--- config.mk ---
export PLATFORM = sky130hd
export DESIGN_NAME = pop3_response_deframer
export DESIGN_NICKNAME = d
export VERILOG_FILES = /design/src/sv/p3rd_pkg.sv /design/src/sv/pop3_response_deframer.sv
export SDC_FILE = /design/constraint.sdc
export NUM_CORES = 1
export LEC_CHECK = 0
export BUFFER_PORTS_ARGS = -buffer_cell sky130_fd_sc_hd__buf_2
export CORE_ASPECT_RATIO = 0.8
export CORE_MARGIN = 2
export CORE_UTILIZATION = 24
export CTS_CLUSTER_DIAMETER = 50
export DETAILED_ROUTE_END_ITERATION = 10
export GPL_ROUTABILITY_DRIVEN = 0
export PLACE_DENSITY = 0.39
export SLEW_MARGIN = 20
export SYNTH_ARGS = -nofsm -noshare
export SYNTH_HDL_FRONTEND = slang
export SYNTH_SLANG_ARGS = --single-unit
--- constraint.sdc ---
create_clock -name aclk -period 4.7 [get_ports aclk]
set_input_delay 0.94 -clock aclk [delete_from_list [all_inputs] [get_ports aclk]]
set_output_delay 0.94 -clock aclk [all_outputs]
set_load 0.02 [all_outputs]
--- src/sv/p3rd_pkg.sv ---
package p3rd_pkg;

    // longest line in received bytes before a forced cut
    localparam int MAX_LINE = 8192;
    localparam int LEN_W    = $clog2(MAX_LINE + 1);

    // output buffer: two slots per beat worst case
    localparam int OBUF_DEPTH = 4;
    localparam int OPTR_W     = $clog2(OBUF_DEPTH);
    localparam int OCNT_W     = $clog2(OBUF_DEPTH + 1);

    localparam logic [7:0] CH_DOT  = 8'h2E;
    localparam logic [7:0] CH_CR   = 8'h0D;
    localparam logic [7:0] CH_LF   = 8'h0A;
    localparam logic [7:0] CH_PLUS = 8'h2B;

    // input command codes
    localparam logic CMD_BYTE  = 1'b0;
    localparam logic CMD_CLOSE = 1'b1;

    typedef enum logic {
        PH_STATUS = 1'b0,
        PH_BODY   = 1'b1
    } phase_t;

    typedef struct packed {
        logic [7:0] data_byte;
        logic       data_valid;
        logic       in_body;
        logic       line_end;
        logic       response_done;
        logic [7:0] status_code;
        logic       conn_error;
        logic       last;
    } res_t;

endpackage

--- src/sv/pop3_response_deframer.sv ---
// POP3 response deframer.
// Input channel (s_valid/s_ready): one beat per received byte (s_cmd = 0,
// byte on s_data_in) or a connection-closed event (s_cmd = 1).
// Result channel (m_valid/m_ready): zero, one or two result beats per input
// beat, m_last set on the last one. A leading body dot (and a CR behind it)
// is held back and gives no beat until the next byte decides its fate.
// Configuration channel (cfg_valid/cfg_ready): writes multiline_expected;
// cfg_ready is always high. Write it only while the block is idle.
// Results are registered in the output buffer and offered from its head.
// Throughput: one input beat per cycle while s_ready is high. Each beat is
// decoded combinationally against the line state and written into a
// four-entry output buffer; s_ready is high while at least two buffer
// slots are free, so a beat that yields two results still fits.
// Reset (aresetn low, synchronous): line state, status code and the buffer
// are cleared; multiline_expected returns to 0.
// When the receiver stalls, results wait in the buffer and s_ready drops
// once fewer than two slots remain; nothing is lost or reordered.
module pop3_response_deframer
    import p3rd_pkg::*;
(
    input  logic       aclk,
    input  logic       aresetn,

    input  logic       cfg_valid,
    output logic       cfg_ready,
    input  logic       cfg_data,

    input  logic       s_valid,
    output logic       s_ready,
    input  logic       s_cmd,
    input  logic [7:0] s_data_in,

    output logic       m_valid,
    input  logic       m_ready,
    output logic [7:0] m_data_byte,
    output logic       m_data_valid,
    output logic       m_in_body,
    output logic       m_line_end,
    output logic       m_response_done,
    output logic [7:0] m_status_code,
    output logic       m_conn_error,
    output logic       m_last
);

    logic             ml_reg;
    phase_t           phase_reg, phase_next;
    logic [LEN_W-1:0] len_reg, len_next;
    logic             pcr_reg, pcr_next;
    logic             dot_reg, dot_next;
    logic             hcr_reg, hcr_next;
    logic [7:0]       status_reg, status_next;

    res_t             obuf_reg [OBUF_DEPTH];
    logic [OPTR_W-1:0] wr_ptr_reg, rd_ptr_reg;
    logic [OCNT_W-1:0] cnt_reg;

    logic             push, pop;
    res_t             r0, r1;
    logic [1:0]       n_res;

    // line counting for the current byte
    logic [LEN_W-1:0] len_inc;
    logic             cnt_end;
    logic [LEN_W-1:0] cnt_len;
    logic             cnt_pcr;

    assign cfg_ready = 1'b1;
    assign s_ready   = (cnt_reg <= OCNT_W'(OBUF_DEPTH - 2));
    assign push      = s_valid && s_ready;
    assign m_valid   = (cnt_reg != '0);
    assign pop       = m_valid && m_ready;

    assign len_inc = len_reg + 1'b1;
    assign cnt_end = (pcr_reg && s_data_in == CH_LF) || (len_inc >= LEN_W'(MAX_LINE));
    assign cnt_len = cnt_end ? '0 : len_inc;
    assign cnt_pcr = cnt_end ? 1'b0 : (s_data_in == CH_CR);

    // decode one beat against the line state
    always_comb begin
        phase_next  = phase_reg;
        len_next    = len_reg;
        pcr_next    = pcr_reg;
        dot_next    = dot_reg;
        hcr_next    = hcr_reg;
        status_next = status_reg;
        r0          = '0;
        r1          = '0;
        n_res       = 2'd0;

        if (s_cmd == CMD_CLOSE) begin
            // drop everything, report the error
            phase_next    = PH_STATUS;
            len_next      = '0;
            pcr_next      = 1'b0;
            dot_next      = 1'b0;
            hcr_next      = 1'b0;
            status_next   = '0;
            r0.conn_error = 1'b1;
            n_res         = 2'd1;
        end else if (phase_reg == PH_STATUS) begin
            if (len_reg == '0) begin
                status_next = s_data_in;
            end
            len_next     = cnt_len;
            pcr_next     = cnt_pcr;
            r0.data_byte  = s_data_in;
            r0.data_valid = 1'b1;
            r0.line_end   = cnt_end;
            if (cnt_end && ml_reg && status_next == CH_PLUS) begin
                phase_next = PH_BODY;
            end else begin
                r0.response_done = cnt_end;
            end
            n_res = 2'd1;
        end else if (hcr_reg) begin
            hcr_next = 1'b0;
            dot_next = 1'b0;
            if (s_data_in == CH_LF) begin
                // dot CR LF terminator
                phase_next       = PH_STATUS;
                len_next         = '0;
                pcr_next         = 1'b0;
                r0.in_body       = 1'b1;
                r0.line_end      = 1'b1;
                r0.response_done = 1'b1;
                n_res            = 2'd1;
            end else begin
                // release the held CR, then this byte
                r0.data_byte  = CH_CR;
                r0.data_valid = 1'b1;
                r0.in_body    = 1'b1;
                len_next      = cnt_len;
                pcr_next      = cnt_pcr;
                r1.data_byte  = s_data_in;
                r1.data_valid = 1'b1;
                r1.in_body    = 1'b1;
                r1.line_end   = cnt_end;
                n_res         = 2'd2;
            end
        end else if (dot_reg) begin
            if (s_data_in == CH_CR) begin
                // hold the CR behind the dot
                len_next = len_inc;
                pcr_next = 1'b1;
                hcr_next = 1'b1;
            end else begin
                dot_next      = 1'b0;
                len_next      = cnt_len;
                pcr_next      = cnt_pcr;
                r0.data_byte  = s_data_in;
                r0.data_valid = 1'b1;
                r0.in_body    = 1'b1;
                r0.line_end   = cnt_end;
                n_res         = 2'd1;
            end
        end else if (len_reg == '0 && s_data_in == CH_DOT) begin
            // hold the leading dot
            len_next = LEN_W'(1);
            pcr_next = 1'b0;
            dot_next = 1'b1;
        end else begin
            len_next      = cnt_len;
            pcr_next      = cnt_pcr;
            r0.data_byte  = s_data_in;
            r0.data_valid = 1'b1;
            r0.in_body    = 1'b1;
            r0.line_end   = cnt_end;
            n_res         = 2'd1;
        end

        r0.status_code = status_next;
        r1.status_code = status_next;
        if (n_res == 2'd2) begin
            r1.last = 1'b1;
        end else begin
            r0.last = 1'b1;
        end
    end

    // hold line state, configuration and buffer control
    always_ff @(posedge aclk) begin
        if (!aresetn) begin
            ml_reg     <= 1'b0;
            phase_reg  <= PH_STATUS;
            len_reg    <= '0;
            pcr_reg    <= 1'b0;
            dot_reg    <= 1'b0;
            hcr_reg    <= 1'b0;
            status_reg <= '0;
            wr_ptr_reg <= '0;
            rd_ptr_reg <= '0;
            cnt_reg    <= '0;
        end else begin
            if (cfg_valid && cfg_ready) begin
                ml_reg <= cfg_data;
            end
            if (push) begin
                phase_reg  <= phase_next;
                len_reg    <= len_next;
                pcr_reg    <= pcr_next;
                dot_reg    <= dot_next;
                hcr_reg    <= hcr_next;
                status_reg <= status_next;
                wr_ptr_reg <= wr_ptr_reg + OPTR_W'(n_res);
            end
            if (pop) begin
                rd_ptr_reg <= rd_ptr_reg + 1'b1;
            end
            cnt_reg <= cnt_reg + (push ? OCNT_W'(n_res) : '0) - OCNT_W'(pop);
        end
    end

    // write result beats into the output buffer
    always_ff @(posedge aclk) begin
        if (push && n_res != 2'd0) begin
            obuf_reg[wr_ptr_reg] <= r0;
            if (n_res == 2'd2) begin
                obuf_reg[wr_ptr_reg + 1'b1] <= r1;
            end
        end
    end

    assign m_data_byte     = obuf_reg[rd_ptr_reg].data_byte;
    assign m_data_valid    = obuf_reg[rd_ptr_reg].data_valid;
    assign m_in_body       = obuf_reg[rd_ptr_reg].in_body;
    assign m_line_end      = obuf_reg[rd_ptr_reg].line_end;
    assign m_response_done = obuf_reg[rd_ptr_reg].response_done;
    assign m_status_code   = obuf_reg[rd_ptr_reg].status_code;
    assign m_conn_error    = obuf_reg[rd_ptr_reg].conn_error;
    assign m_last          = obuf_reg[rd_ptr_reg].last;

endmodule
== Yosys cells after proc, flatten, opt, wreduce, memory -nomap -nowiden ==
Memory sizes are Yosys's and may differ from the RTL's. A register that Yosys moved wholly into a read port is not among the register bits.
Cells that the tools add are included.
Storage, ports and cells
  flip-flop bits (word level): 34
  bits in writable memories: 88
  input port bits: 15
  output and inout bits: 25
  word-level logic and storage cells: 106
  memories: 1
Memory list
  obuf_reg: depth 4, width 22, rd ports 1, clocked after Yosys merged registers in 1, wr ports 2, RTL line pop3_response_deframer.sv:53  | res_t obuf_reg [OBUF_DEPTH];
Cells by class
  add/subtract/negate cells: 6
  magnitude comparators: 2
  equal/unequal tests: 5
  multiplexer cells: 69
  reductions and logical operators: 13
Operator list (count)
  $mux 14: 8
  $mux 11: 8
  $mux 8: 5
  $mux 1: 35
  $mux 2: 10
  $eq 8x4->1 const B: 2
  $eq 8x6->1 const B: 2
  $add 14x1->14 const B: 1
  $ge 14x14->1 const B: 1
  $logic_not 14->1: 1
  $mux 12: 1
  $mux 9: 1
  $logic_and 1x1->1: 7
  $mux 5: 1
  $add 2x1->2 const B: 2
  $reduce_bool 2->1: 2
  $add 3x2->3: 1
  $le 3x2->1 const B: 1
  $reduce_bool 3->1: 1
  $sub 3x1->3: 1
  $add 2x2->2: 1
  $eq 2x2->1 const B: 1
  $reduce_and 2->1: 1
  $logic_or 1x1->1: 1

== Longest topological paths before layout ==
  depth in word-level cells: 11
  gate-level depth with buffers: 14
  mapped depth without buffers: 14

== Worst setup path after synthesis ==
Ideal clock, no wire load.
  kind: input-to-reg
  from: input port s_data_in[0]
  to: register cnt_reg[2]
  setup time: 0.128 ns
  data arrival time: 3.453 ns
  required time: 4.572 ns
  setup slack: 1.119 ns
  cell stages on the path: 12
  path buffers: 1
  path through: buf_2 -> or4b_1 -> or2_2 -> o211ai_1 -> nand2_1 -> ha_1 -> inv_1 -> ha_1 -> fa_1 -> xor2_1 -> xnor2_1 -> nor2_1
Between the ends
  longest elaborated chain between the ends: 10
  elaborated cells on any way between the ends: 14
  classes of those cells: add/sub: 2; eq/ne: 3; mux: 8; reduce/logical: 1
Ends and longest elaborated chain
  start, declared: RTL line pop3_response_deframer.sv:31  | input logic [7:0] s_data_in,
  $eq 8x6->1: RTL line pop3_response_deframer.sv:156  | end else if (len_reg == '0 && s_data_in == CH_DOT) begin
  $logic_and 1x1->1: RTL line pop3_response_deframer.sv:156
  $mux 1: RTL line pop3_response_deframer.sv:156
  $mux 2: RTL line pop3_response_deframer.sv:140  | end else if (dot_reg) begin
  $mux 2 (*): RTL line pop3_response_deframer.sv:115  | end else if (hcr_reg) begin
  $mux 2 (*): RTL line pop3_response_deframer.sv:100  | end else if (phase_reg == PH_STATUS) begin
  $mux 2 (*): RTL line pop3_response_deframer.sv:90  | if (s_cmd == CMD_CLOSE) begin
  $mux 2 (*): RTL line pop3_response_deframer.sv:209  | cnt_reg <= cnt_reg + (push ? OCNT_W'(n_res) : '0) - OCNT_W'(pop);
  $add 3x2->3 (*): RTL line pop3_response_deframer.sv:209
  $sub 3x1->3 (*): RTL line pop3_response_deframer.sv:209
  end signal, assigned: RTL line pop3_response_deframer.sv:209
  end, declared: RTL line pop3_response_deframer.sv:55  | logic [OCNT_W-1:0] cnt_reg;
Every way passes the cells marked *; elsewhere a longest branch is shown, timed or not.
A chain may end at the register's enable or synchronous reset.

==> impl_summary.log <==
INFO  metric timing.max_slew.rel_slack = 0.412
INFO  metric fin_worst_hold_slack = between 0.4 and 0.5 ns
INFO  metric route.detailed.vias_per_inst = slightly below 5
INFO  metric timing.fmax = roughly 0.28 GHz
INFO  metric postSynthNetCount = between 500 and 600
INFO  metric synth_cells = around 550
INFO  metric worst_skew_pair.late_latency = 0.42 ns
INFO  metric clkSlewWorstSetupHoldPaths = roughly 0.050 ns
INFO  metric number_of_antenna_violations_at_the_first_check_in_global_routing = 0
INFO  metric vias = 4551
INFO  metric ys_warns = 0
INFO  metric ctsResizeCount = 0
INFO  metric hp-class = reg2reg
INFO  metric grtUsageTotal = 0.136
INFO  metric tightest_slew = ~0.9 ns
INFO  metric finalSetupViolCount = 0
INFO  metric antenna-diode-count = 0
INFO  metric timing.reg2reg.worst_path_depth = 8
INFO  metric final_net_count = 608
INFO  metric row_count = 52
INFO  metric vdd_drop_max = 252 uV
INFO  metric min_delay_path_depth = 2
INFO  metric final-max-slew-violation-count = 0
INFO  metric grt_max_degree = 35
INFO  metric core_area = roughly 25000 sq um
INFO  metric drtIter0Drc = roughly 420
INFO  metric largest_register_ffs = between 80 and 90
INFO  metric cts.htree.levels = 4
INFO  metric critical_path_cell_sequence = buf_2 -> nor4b_2 -> nand4_1 -> o31a_1 -> o2111ai_2 -> and2_1 -> inv_1
INFO  metric timing.setup.critical_path_class = in2reg
INFO  metric synthesis.area = between 6000 and 7000 sq um
INFO  metric number_of_antenna_violating_nets_in_the_routed_design = 0
INFO  metric totalNegativeSetupSlack = 0 ns
INFO  metric final.period_utilization = 0.770
INFO  metric synth_ff_type = sky130_fd_sc_hd__edfxtp_1
INFO  metric port_buffers = 38
INFO  metric io_pins = 40
INFO  metric outcome = finished, final reports clean
INFO  metric maxCapViolCount = 0
INFO  metric post_cts_setup_buffers = 0
INFO  metric finalCriticalPeriod = roughly 3.6 ns
INFO  metric routed_wire_length = about 17000 microns
INFO  metric first_pass_grt_wire_length = around 27000 microns
INFO  metric total_power_divided_by_cell_area = ~500 nW/um^2
INFO  metric worstPathMaxFanout = 20
INFO  metric worst_clock_skew = about 0.0094 ns
INFO  metric postPlaceCellArea = around 6700 sq um
INFO  metric slowest_delay = 0.56 ns
INFO  metric post_route_cells_drive_above_1_share = 0.207
INFO  metric ys_seq_area_frac = 0.532
INFO  metric fp.dieArea = around 27000 sq um
INFO  metric tritoncts_clock_tree = yes
INFO  metric vias_in_the_first_global_route = between 4000 and 5000
INFO  metric synth-seq-cells = roughly 120
INFO  metric cts.sink_count = roughly 120
INFO  metric firstDrtPassIters = 5
INFO  metric critical_path_arrival = 3.63 ns
INFO  metric width_of_the_chip = ~180 microns
INFO  metric clockBufferDepth = 2
INFO  metric grt_setup_unrepaired = false
INFO  metric worstPathRequired = between 4 and 5 ns
INFO  metric critPathSlowestCell = sky130_fd_sc_hd__nor4b_2
INFO  metric final_design_area_no_fill = 7320 sq um
INFO  metric hold_viol = 0
INFO  metric grt_remaining_overflow = 0
INFO  metric cellLeakagePower = 2.59 nW
INFO  metric die_height = roughly 150 microns
INFO  metric initial_utilization = 0.244
INFO  metric worstSetupEndpointType = register
INFO  metric synth_enable_flop_cells = 80
INFO  metric syn_area_per_cell = approximately 11 sq um
INFO  metric cp-start-kind = primary input
INFO  metric drt_drc_violations_left = 0
INFO  metric cts_root_buffer = sky130_fd_sc_hd__clkbuf_16
INFO  metric synth-async-reset-ratio = 0
INFO  metric postLayoutCoreUtil = 0.289
INFO  metric area_grow_syn2layout = 18.6%
INFO  metric post_synth_num_cell_types = 76
INFO  metric place.detailed.hpwl = ~13000 microns
INFO  metric cts_made_buffers = 17
INFO  metric wl_per_cell = roughly 19 microns
INFO  metric cts-hold-fix-buffers = 0
INFO  metric fillerInstances = between 2000 and 3000
[metal layers]
metal  GRT usage  wire length, microns  vias up
met3      0.0293                   901       14
met5           0                     0        -
met2       0.204                  7710      130
met4      0.0404                   193        0
met1       0.196                  8660     2277
li1            -                     -     2130
[Yosys cell counts (all sizes together), types with 3 or more instances]
cell     count  area share
nand2       43       0.026
a2bb2oi      3      0.0043
or3         12       0.012
inv         20       0.012
a41oi        3      0.0043
nor2        74       0.046
edfxtp      80        0.39
o21ai       22       0.018
buf          9      0.0083
nand3       17       0.014
and2        23       0.023
nand4        8      0.0091
a21oi       25       0.022
or4b         3      0.0049
o31ai        6      0.0081
ha           6       0.012
nor4         4      0.0051
o21a         8      0.0097
or2         10       0.010
nor2b        9      0.0091
xnor2        3      0.0043
mux4        22       0.080
and3         6      0.0061
o22ai        4      0.0041
dfxtp       44        0.14
a31oi        4      0.0041
clkbuf      20       0.012
nor3         3      0.0024
o41ai        3      0.0055
a32oi        4      0.0057
o211ai       3      0.0045
mux2i       13       0.021
[final cells by class]
class | instances | area (sq um) | area share
repair buffers | 45 | 255 | 0.0349
flip-flops and latches | 124 | 3280 | 0.449
inverters | 20 | 75.1 | 0.0103
clock inverters | 14 | 194 | 0.0265
well taps | 324 | 405 | 0.0554
multi-input cells | 378 | 2680 | 0.366
clock buffers | 18 | 429 | 0.0586
[cell usage in the layout (no fill, tap or decap), drive strengths merged, types with 4 or more instances in the layout]
master / count
nand2: 43
a31oi: 4
nand4: 8
edfxtp: 80
nor2b: 9
nor4: 4
mux2i: 13
o21ai: 22
buf: 45
clkinv: 5
bufinv: 4
nor2: 74
o31ai: 6
or2: 10
ha: 6
dfxtp: 44
mux4: 22
o21a: 8
or3: 12
o22ai: 4
and3: 6
a21oi: 25
nand3: 17
a32oi: 4
inv: 22
and2: 23
clkbuf: 18
[worst max-delay path: cells and delay by family]
family,cells,cell delay [ns]
simple gates,3,1.30
compound gates,2,0.73
buf+inv,2,0.65
[final timing paths]
kind,slack [ns],start,end
max reg2reg,1.36,len_reg[0],obuf_reg[3][15]
max,1.08,s_data_in[4],obuf_reg[3][15]
min reg2reg,0.46,obuf_reg[1][1],obuf_reg[1][1]
min,0.46,obuf_reg[1][1],obuf_reg[1][1]
[stage by stage]
stage | cells | worst slack, ns | total power, mW
global placement | 891 | 0.767 | 2.25
CTS | 923 | 1.10 | 3.65
global route | 923 | 0.824 | 3.76
detailed placement | 891 | 0.644 | 2.25
finish | 923 | 1.08 | 3.59
floorplan | 552 | 1.12 | 1.96
[power by group]
part           internal [mW]  leakage (nW)  switching (mW)  total, mW
clock network          0.889         0.296           0.500       1.39
registers               1.29          1.15           0.100       1.39
logic                  0.338          1.15           0.482      0.820
total                   2.51          2.59            1.08       3.59
[logic make-up after synthesis]
logic type / synth area share
other: 0.000608
XOR/XNOR: 0.00710
AO/OA/AOI/OAI: 0.125
buffers and inverters: 0.0343
multiplexers: 0.101
flip-flops: 0.532
AND/OR/NAND/NOR: 0.184
adder cells (fa/ha/maj): 0.0154
Power figures use the tool's default switching activity.
